## src/design/mrrc_pkg.sv

```systemverilog
// Package for the memory region registry checker: sizes, command codes,
// state machine encoding and the controller/datapath command struct.
// No dependencies.
`timescale 1ns / 1ps

package mrrc_pkg;

    localparam int TABLE_ENTRIES = 32;
    localparam int IDX_W = $clog2(TABLE_ENTRIES);
    localparam int CNT_W = $clog2(TABLE_ENTRIES + 1);

    localparam logic [2:0] CMD_RECORD   = 3'd0;
    localparam logic [2:0] CMD_UNRECORD = 3'd1;
    localparam logic [2:0] CMD_CONFLICT = 3'd2;
    localparam logic [2:0] CMD_ACCESS   = 3'd3;
    localparam logic [2:0] CMD_VALIDATE = 3'd4;

    localparam logic [1:0] ST_OK      = 2'd0;
    localparam logic [1:0] ST_INVALID = 2'd1;
    localparam logic [1:0] ST_FULL    = 2'd2;

    // Scan kinds run by the datapath
    typedef enum logic [2:0] {
        SCAN_KEY,     // key lookup, free slot, any valid entry, succ(>=) and pred(<) of key
        SCAN_BACK,    // pred of run head start
        SCAN_FWD,     // strict succ of run tail start
        SCAN_NONE
    } scan_t;

    typedef enum logic [3:0] {
        S_IDLE,
        S_SCAN,
        S_DECIDE,
        S_BACK,
        S_BACK_CHK,
        S_FWD,
        S_FWD_CHK,
        S_RUN_CHK,
        S_OUT
    } state_t;

    typedef struct packed {
        logic            start;     // begin a scan
        scan_t           kind;
        logic            tbl;       // 1 server, 0 client
        logic [63:0]     key;
        logic            wr_en;     // store a region at free slot
        logic            del_en;    // drop key slot
        logic [IDX_W-1:0] slot;
        logic [63:0]     wr_start;
        logic [63:0]     wr_len;
    } dp_cmd_t;

    typedef struct packed {
        logic             done;
        logic             key_hit;
        logic [IDX_W-1:0] key_idx;
        logic             free_hit;
        logic [IDX_W-1:0] free_idx;
        logic             any;
        logic             succ_hit;
        logic [63:0]      succ_start;
        logic [63:0]      succ_end;
        logic             pred_hit;
        logic [63:0]      pred_start;
        logic [63:0]      pred_end;
    } dp_stat_t;

endpackage

```

## src/design/mrrc_ctrl.sv

```systemverilog
// Controller: takes a command beat, sequences table scans, forms the result.
// Depends on mrrc_pkg.
`timescale 1ns / 1ps

module mrrc_ctrl
(
    input  logic               clk,
    input  logic               rst_n,
    input  logic               in_valid,
    output logic               in_ready,
    input  logic [2:0]         in_cmd,
    input  logic               in_side,
    input  logic [63:0]        in_addr,
    input  logic [63:0]        in_length,
    input  logic [63:0]        in_peer,
    output logic               out_valid,
    input  logic               out_ready,
    output logic [1:0]         out_status,
    output logic               out_verdict,
    output mrrc_pkg::dp_cmd_t  dp,
    input  mrrc_pkg::dp_stat_t st
);
    mrrc_pkg::state_t state_reg, state_next;

    logic [2:0]  cmd_reg;
    logic        side_reg;
    logic [63:0] addr_reg, len_reg, peer_reg;
    logic        phase_reg, phase_next;     // validate: 0 server, 1 client
    logic [1:0]  status_reg, status_next;
    logic        verdict_reg, verdict_next;
    logic [63:0] s_reg, s_next;            // access start of current check
    logic [63:0] e_reg, e_next;            // access end
    logic [63:0] a_start_reg, a_start_next; // run head start
    logic [63:0] b_start_reg, b_start_next; // run tail start
    logic [63:0] b_end_reg, b_end_next;     // run tail end
    logic        multi_reg, multi_next;     // run has two regions or more
    logic        res_valid_reg, res_valid_next;
    logic [mrrc_pkg::IDX_W+1:0] steps_reg, steps_next;

    logic        tbl;
    logic        is_access;
    logic        ovf;
    logic [63:0] n_end;
    logic        ovl_s, ovl_p, in_s, in_p;
    logic        acc_fail;

    assign is_access = (cmd_reg == mrrc_pkg::CMD_ACCESS) || (cmd_reg == mrrc_pkg::CMD_VALIDATE);
    assign tbl   = (cmd_reg == mrrc_pkg::CMD_VALIDATE) ? !phase_reg : side_reg;
    assign n_end = s_reg + len_reg;
    assign ovf   = n_end < s_reg;

    assign ovl_s = st.succ_hit && (s_reg < st.succ_end) && (st.succ_start < n_end)
                   && !((s_reg == st.succ_start) && (n_end == st.succ_end));
    assign ovl_p = st.pred_hit && (s_reg < st.pred_end) && (st.pred_start < n_end)
                   && !((s_reg == st.pred_start) && (n_end == st.pred_end));
    assign in_s  = st.succ_hit && (s_reg >= st.succ_start) && (n_end <= st.succ_end);
    assign in_p  = st.pred_hit && (s_reg >= st.pred_start) && (n_end <= st.pred_end);

    // access precheck failure for the current table
    assign acc_fail = (s_reg == 64'd0) || (len_reg == 64'd0) || !st.any || ovf;

    // input capture and state register
    always_ff @(posedge clk or negedge rst_n)
    begin
        if (!rst_n)
        begin
            state_reg     <= mrrc_pkg::S_IDLE;
            res_valid_reg <= 1'b0;
        end
        else
        begin
            state_reg     <= state_next;
            res_valid_reg <= res_valid_next;
        end
    end

    always_ff @(posedge clk)
    begin
        if (in_valid && in_ready)
        begin
            cmd_reg  <= in_cmd;
            side_reg <= in_side;
            addr_reg <= in_addr;
            len_reg  <= in_length;
            peer_reg <= in_peer;
        end
        phase_reg   <= phase_next;
        status_reg  <= status_next;
        verdict_reg <= verdict_next;
        s_reg       <= s_next;
        e_reg       <= e_next;
        a_start_reg <= a_start_next;
        b_start_reg <= b_start_next;
        b_end_reg   <= b_end_next;
        multi_reg   <= multi_next;
        steps_reg   <= steps_next;
    end

    // next state and datapath working values
    always_comb
    begin
        state_next     = state_reg;
        phase_next     = phase_reg;
        status_next    = status_reg;
        verdict_next   = verdict_reg;
        s_next         = s_reg;
        e_next         = e_reg;
        a_start_next   = a_start_reg;
        b_start_next   = b_start_reg;
        b_end_next     = b_end_reg;
        multi_next     = multi_reg;
        steps_next     = steps_reg;
        res_valid_next = res_valid_reg;
        unique case (state_reg)
            mrrc_pkg::S_IDLE:
            begin
                if (in_valid && in_ready)
                begin
                    state_next   = mrrc_pkg::S_SCAN;
                    phase_next   = 1'b0;
                    status_next  = mrrc_pkg::ST_OK;
                    verdict_next = 1'b0;
                    s_next       = in_addr;
                end
            end
            mrrc_pkg::S_SCAN:
            begin
                if (st.done)
                    state_next = mrrc_pkg::S_DECIDE;
            end
            mrrc_pkg::S_DECIDE:
            begin
                state_next = mrrc_pkg::S_OUT;
                priority case (1'b1)
                    cmd_reg == mrrc_pkg::CMD_RECORD:
                    begin
                        if (st.key_hit)
                            status_next = side_reg ? mrrc_pkg::ST_OK : mrrc_pkg::ST_INVALID;
                        else if (!st.free_hit)
                            status_next = mrrc_pkg::ST_FULL;
                    end
                    cmd_reg == mrrc_pkg::CMD_UNRECORD:
                    begin
                        if (!st.key_hit)
                            status_next = mrrc_pkg::ST_INVALID;
                    end
                    cmd_reg == mrrc_pkg::CMD_CONFLICT:
                    begin
                        verdict_next = (s_reg == 64'd0) || (len_reg == 64'd0)
                                       || (st.any && (ovl_s || ovl_p));
                    end
                    is_access:
                    begin
                        if ((cmd_reg == mrrc_pkg::CMD_VALIDATE) &&
                            ((addr_reg == 64'd0) || (peer_reg == 64'd0) || (len_reg == 64'd0)))
                            status_next = mrrc_pkg::ST_INVALID;
                        else if (acc_fail || (!in_s && !in_p && !st.succ_hit))
                        begin
                            if (cmd_reg == mrrc_pkg::CMD_VALIDATE)
                                status_next = mrrc_pkg::ST_INVALID;
                        end
                        else if (in_s || in_p)
                        begin
                            if (cmd_reg == mrrc_pkg::CMD_ACCESS)
                                verdict_next = 1'b1;
                            else if (!phase_reg)
                            begin
                                phase_next = 1'b1;
                                s_next     = peer_reg;
                                state_next = mrrc_pkg::S_SCAN;
                            end
                        end
                        else
                        begin
                            // grow a run around the successor
                            e_next       = n_end;
                            a_start_next = st.succ_start;
                            b_start_next = st.succ_start;
                            b_end_next   = st.succ_end;
                            multi_next   = 1'b0;
                            steps_next   = '0;
                            state_next   = mrrc_pkg::S_BACK;
                        end
                    end
                    default:
                        status_next = mrrc_pkg::ST_INVALID;
                endcase
            end
            mrrc_pkg::S_BACK:
            begin
                if (st.done)
                    state_next = mrrc_pkg::S_BACK_CHK;
            end
            mrrc_pkg::S_BACK_CHK:
            begin
                steps_next = steps_reg + 1'b1;
                if (st.pred_hit && (st.pred_end == a_start_reg) &&
                    (steps_reg < (mrrc_pkg::IDX_W+2)'(mrrc_pkg::TABLE_ENTRIES - 1)))
                begin
                    a_start_next = st.pred_start;
                    multi_next   = 1'b1;
                    state_next   = mrrc_pkg::S_BACK;
                end
                else
                begin
                    steps_next = '0;
                    state_next = mrrc_pkg::S_FWD;
                end
            end
            mrrc_pkg::S_FWD:
            begin
                if (st.done)
                    state_next = mrrc_pkg::S_FWD_CHK;
            end
            mrrc_pkg::S_FWD_CHK:
            begin
                steps_next = steps_reg + 1'b1;
                if (st.succ_hit && (b_end_reg == st.succ_start) &&
                    (steps_reg < (mrrc_pkg::IDX_W+2)'(mrrc_pkg::TABLE_ENTRIES - 1)))
                begin
                    b_start_next = st.succ_start;
                    b_end_next   = st.succ_end;
                    multi_next   = 1'b1;
                    state_next   = mrrc_pkg::S_FWD;
                end
                else
                    state_next = mrrc_pkg::S_RUN_CHK;
            end
            mrrc_pkg::S_RUN_CHK:
            begin
                state_next = mrrc_pkg::S_OUT;
                if (multi_reg && (s_reg >= a_start_reg) && (e_reg <= b_end_reg))
                begin
                    if (cmd_reg == mrrc_pkg::CMD_ACCESS)
                        verdict_next = 1'b1;
                    else if (!phase_reg)
                    begin
                        phase_next = 1'b1;
                        s_next     = peer_reg;
                        state_next = mrrc_pkg::S_SCAN;
                    end
                end
                else if (cmd_reg == mrrc_pkg::CMD_VALIDATE)
                    status_next = mrrc_pkg::ST_INVALID;
            end
            mrrc_pkg::S_OUT:
            begin
                res_valid_next = 1'b1;
                state_next     = mrrc_pkg::S_IDLE;
            end
            default:
                state_next = mrrc_pkg::S_IDLE;
        endcase
        if (res_valid_reg && out_ready)
            res_valid_next = 1'b0;
        if (state_reg == mrrc_pkg::S_OUT)
            res_valid_next = 1'b1;
    end

    // outputs and datapath commands
    always_comb
    begin
        in_ready    = (state_reg == mrrc_pkg::S_IDLE) && (!res_valid_reg || out_ready);
        out_valid   = res_valid_reg;
        out_status  = status_reg;
        out_verdict = verdict_reg;
        dp          = '0;
        dp.kind     = mrrc_pkg::SCAN_NONE;
        dp.tbl      = tbl;
        dp.wr_start = addr_reg;
        dp.wr_len   = len_reg;
        unique case (state_reg)
            mrrc_pkg::S_IDLE:
            begin
                dp.start = in_valid && in_ready;
                dp.kind  = mrrc_pkg::SCAN_KEY;
                dp.tbl   = (in_cmd == mrrc_pkg::CMD_VALIDATE) ? 1'b1 : in_side;
                dp.key   = in_addr;
            end
            mrrc_pkg::S_DECIDE:
            begin
                // client pass of validate reads the client table; writes use the command's table
                dp.start = (state_next == mrrc_pkg::S_SCAN);
                dp.kind  = mrrc_pkg::SCAN_KEY;
                dp.tbl   = (state_next == mrrc_pkg::S_SCAN) ? 1'b0 : tbl;
                dp.key   = peer_reg;
                if (state_next == mrrc_pkg::S_BACK)
                begin
                    dp.start = 1'b1;
                    dp.kind  = mrrc_pkg::SCAN_BACK;
                    dp.tbl   = tbl;
                    dp.key   = st.succ_start;
                end
                dp.wr_en  = (cmd_reg == mrrc_pkg::CMD_RECORD) && !st.key_hit && st.free_hit;
                dp.del_en = (cmd_reg == mrrc_pkg::CMD_UNRECORD) && st.key_hit;
                dp.slot   = (cmd_reg == mrrc_pkg::CMD_RECORD) ? st.free_idx : st.key_idx;
            end
            mrrc_pkg::S_BACK_CHK:
            begin
                dp.start = 1'b1;
                dp.kind  = (state_next == mrrc_pkg::S_BACK) ? mrrc_pkg::SCAN_BACK
                                                            : mrrc_pkg::SCAN_FWD;
                dp.key   = (state_next == mrrc_pkg::S_BACK) ? st.pred_start : b_start_reg;
            end
            mrrc_pkg::S_FWD_CHK:
            begin
                dp.start = (state_next == mrrc_pkg::S_FWD);
                dp.kind  = mrrc_pkg::SCAN_FWD;
                dp.key   = st.succ_start;
            end
            mrrc_pkg::S_RUN_CHK:
            begin
                dp.start = (state_next == mrrc_pkg::S_SCAN);
                dp.kind  = mrrc_pkg::SCAN_KEY;
                dp.tbl   = 1'b0;
                dp.key   = peer_reg;
            end
            default: ;
        endcase
    end

endmodule

```

## config.mk

```make
export PLATFORM = sky130hd
export DESIGN_NAME = mrrc_ctrl
export DESIGN_NICKNAME = d
export VERILOG_FILES = /design/src/design/mrrc_pkg.sv /design/src/design/mrrc_ctrl.sv
export SDC_FILE = /design/constraint.sdc
export NUM_CORES = 2
export LEC_CHECK = 0
export ABC_AREA = 1
export BUFFER_PORTS_ARGS = -buffer_cell sky130_fd_sc_hd__buf_2
export CELL_PAD_IN_SITES_DETAIL_PLACEMENT = 0
export CELL_PAD_IN_SITES_GLOBAL_PLACEMENT = 1
export CORE_UTILIZATION = 35
export DETAILED_ROUTE_END_ITERATION = 8
export HOLD_SLACK_MARGIN = 0.02
export PLACE_DENSITY = 0.75
export SLEW_MARGIN = 20
export SYNTH_ARGS = -nofsm -noshare
export SYNTH_HDL_FRONTEND = slang
export SYNTH_SLANG_ARGS = --single-unit
```

## constraint.sdc

```tcl
create_clock -name clk -period 17.6 [get_ports clk]
set_clock_uncertainty 0.05 [all_clocks]
set_input_delay 0.88 -clock clk [delete_from_list [all_inputs] [get_ports clk]]
set_output_delay 0.88 -clock clk [all_outputs]
set_load 0.1 [all_outputs]
```

==> metrics.cfg <==
[global_route]
grt_first_pass_wirelength_um=284000
gr-total-overflow=0
grt_use_total_pct=30.2
antenna_found_initial=35
grt_pass1_vias=40700
grt_max_degree=79

[floorplanning]
die_x_um=359
start_util_pct=35.4
die_h_um=359
io_pins=681
core_area_sq_um=126000
die_area_sq_um=129000
fp-row-count=130

[logic_synthesis]
synth_area_sq_um=44600
synth_xor_area_share_pct=2.08
synth_common_cells=nand2_1 (1,079), inv_1 (881), ha_1 (764), edfxtp_1 (528), a21oi_1 (459)
synthAdderAreaFrac_pct=21.5
synth_flop_cell=edfxtp_1
synth_warnings=0
synth_top_family_by_area=adder cells
muxShareOfSynthArea_pct=0
synth_compound_area_share_pct=14.3
yosys-top-cells-area=edfxtp_1 (36%), ha_1 (21%), nand2_1 (9.1%)
synth_seq_cells=533
ys_seq_area_share_pct=35.8
yosysMostFrequentCell=nand2_1
ys_types=56
synthArstFlopShare_pct=0.938
yosys.area_share.simple_pct=17.9
syn_nets=6615
yosysTopAreaCell=edfxtp_1
synth_top_area_share_pct=35.5
synth_edf_count=528
postSynthAreaPerCell_sq_um=8.30
synthCells=5378

[routing]
dr_wl_met2_um=91600
drt_drc_violations_left=0
first_pass_iters=6
vias_per_cell=5.48
top_layer_used=met5
drt_iter0_markers=4294
drt-met1-wl_um=86200
drtAntennaViolNets=0
wire_per_inst_um=25.6
routed-wl-met3_um=14700
vias=42700
postRouteWirelength_um=200000

[clock_tree]
worstSkewPairLatency_ns=0.69
path_clk_slew_ns=0.07
clk_path_buf_depth=3
cts-htree-levels=3
clock_sinks=533
cts-root-buf=clkbuf_16
post_cts_resized=0
cts_buffers=72
cts_tree=yes

[cells_and_area]
finalNetCount=7316
drive_gt1_share_pct=14.0
finalNonFillerCells=7788
areaGrowthSynthToFinish_pct=17.3

[sta]
fin_crit_sh_pct=60.0
hold_violations=0
timing.fmax_mhz=94.8
setup_tns_ns=0
tightest_slew_ns=1.14
rsz0062_at_grt=no
layout_setup_ws_ns=7.05
finalSetupViolCount=0
drv_slew=0
max_slew_margin_pct=23.1
post-route-min-period_ns=10.55

[worst_setup_path]
r2r_slack_ns=8.15
slowest_stage=nor2_8
r2r-start=s_reg[1]$_DFFE_PP_
setup.worst_path.end=dp[164]
cp_top_family=simple AND/OR/NAND/NOR gates
path_buf_inv=6
cp.required_ns=16.67
max_stage_delay_ns=0.67
r2r_cells=37
critPathLaunch=s_reg[1]$_DFFE_PP_
critical_path_class=reg2out
crit_arrival_ns=9.62
crit_path_frequent_cell=nand2_1
cp-start-kind=register
worstPathMaxFanout=40
r2r-end=b_start_reg[29]$_DFFE_PP_
cp_num_cells=40
worst_setup_path_end_kind=primary output

[placed_design]
port-buffer-count=679
dp_hpwl_um=166000
dp.cells=7654
globalplace.congestion=0.966
pre_cts_ws_ns=7.96

[hold_path]
hold_path_depth=1
hold_path.class=in2reg

[job]
max_cap_violations=0

[run_status]
status=finished clean

cells in the final DEF, fill, tap and decap left out, types with 56 or more instances in the layout:
cell type     n
ha_1        764
o21ai_0     306
nor4_1       65
clkbuf_16    73
edfxtp_1    528
o22ai_1      57
nand4_1     119
xor2_1       60
inv_1       878
nor2_1      340
nand2_1    1076
a21oi_1     458
nand3_1     194
buf_2       679
a221oi_1     59
o221ai_1     56
repair_timing:
item,4_1_cts,5_1_grt
hold buffers,1,0
setup buffers,0,0
setup endpoints to repair,0,0
endpoints found under the hold margin,5,0
worst reg2reg max path, delay by kind of cell, from the launching register on:
| kind | cells | cell delay (ns) |
|---|---|---|
| buffers and inverters | 6 | 1.83 |
| flip-flops | 1 | 0.54 |
| AO/OA/AOI/OAI | 8 | 2.41 |
| adder cells (fa/ha/maj) | 2 | 0.74 |
| AND/OR/NAND/NOR | 21 | 3.46 |
routing by layer:
layer / GRT usage [%] / vias to the layer above
met5: 0 / -
met4: 9.91 / 30
met3: 4.95 / 311
met2: 49.5 / 1900
met1: 40.3 / 20300
li1: - / 20200
logic make-up after synthesis:
| group | Yosys count |
|---|---|
| DFF | 533 |
| AOI/OAI and AO/OA | 1107 |
| buffers and inverters | 978 |
| other | 1 |
| xor gates and xnor gates | 106 |
| and+or+nand+nor | 1888 |
| adders and majority gates | 765 |
layout make-up:
class | count | area, sq um
well taps | 1650 | 2060
clock buffers | 82 | 1860
diodes | 11 | 27.5
fillers | 12800 | 73700
repair buffers | 719 | 3700
flip-flops and latches | 533 | 16000
inverters | 886 | 3340
clock inverters | 40 | 412
multi-input cells | 3867 | 25000
how the worst min path moves through the flow:
stage | from | slack [ns] | endpoint
final | in_length[54] | 0.31 | len_reg[54]$_DFFE_PP_
after global routing | in_length[25] | 0.28 | len_reg[25]$_DFFE_PP_
after CTS | in_length[50] | 0.26 | len_reg[50]$_DFFE_PP_
after detailed placement | state_reg[3]$_DFF_PN0_ | 0.53 | out_valid$_DFFE_PN0P_
after global placement | state_reg[3]$_DFF_PN0_ | 0.54 | out_valid$_DFFE_PN0P_
after floorplan | state_reg[3]$_DFF_PN0_ | 0.48 | out_valid$_DFFE_PN0P_
metrics by stage:
stage	util [%]	hold WS (ns)	area (sq um)
after global placement	39.7	0.544	50000
after floorplan	-	0.484	44600
after global routing	41.5	0.279	52300
final	41.5	0.312	52400
after CTS	41.5	0.256	52300
after detailed placement	39.7	0.531	50000
Power is not shown: default switching activity piles up to over one toggle a cycle in this logic, so the estimate is an artifact.
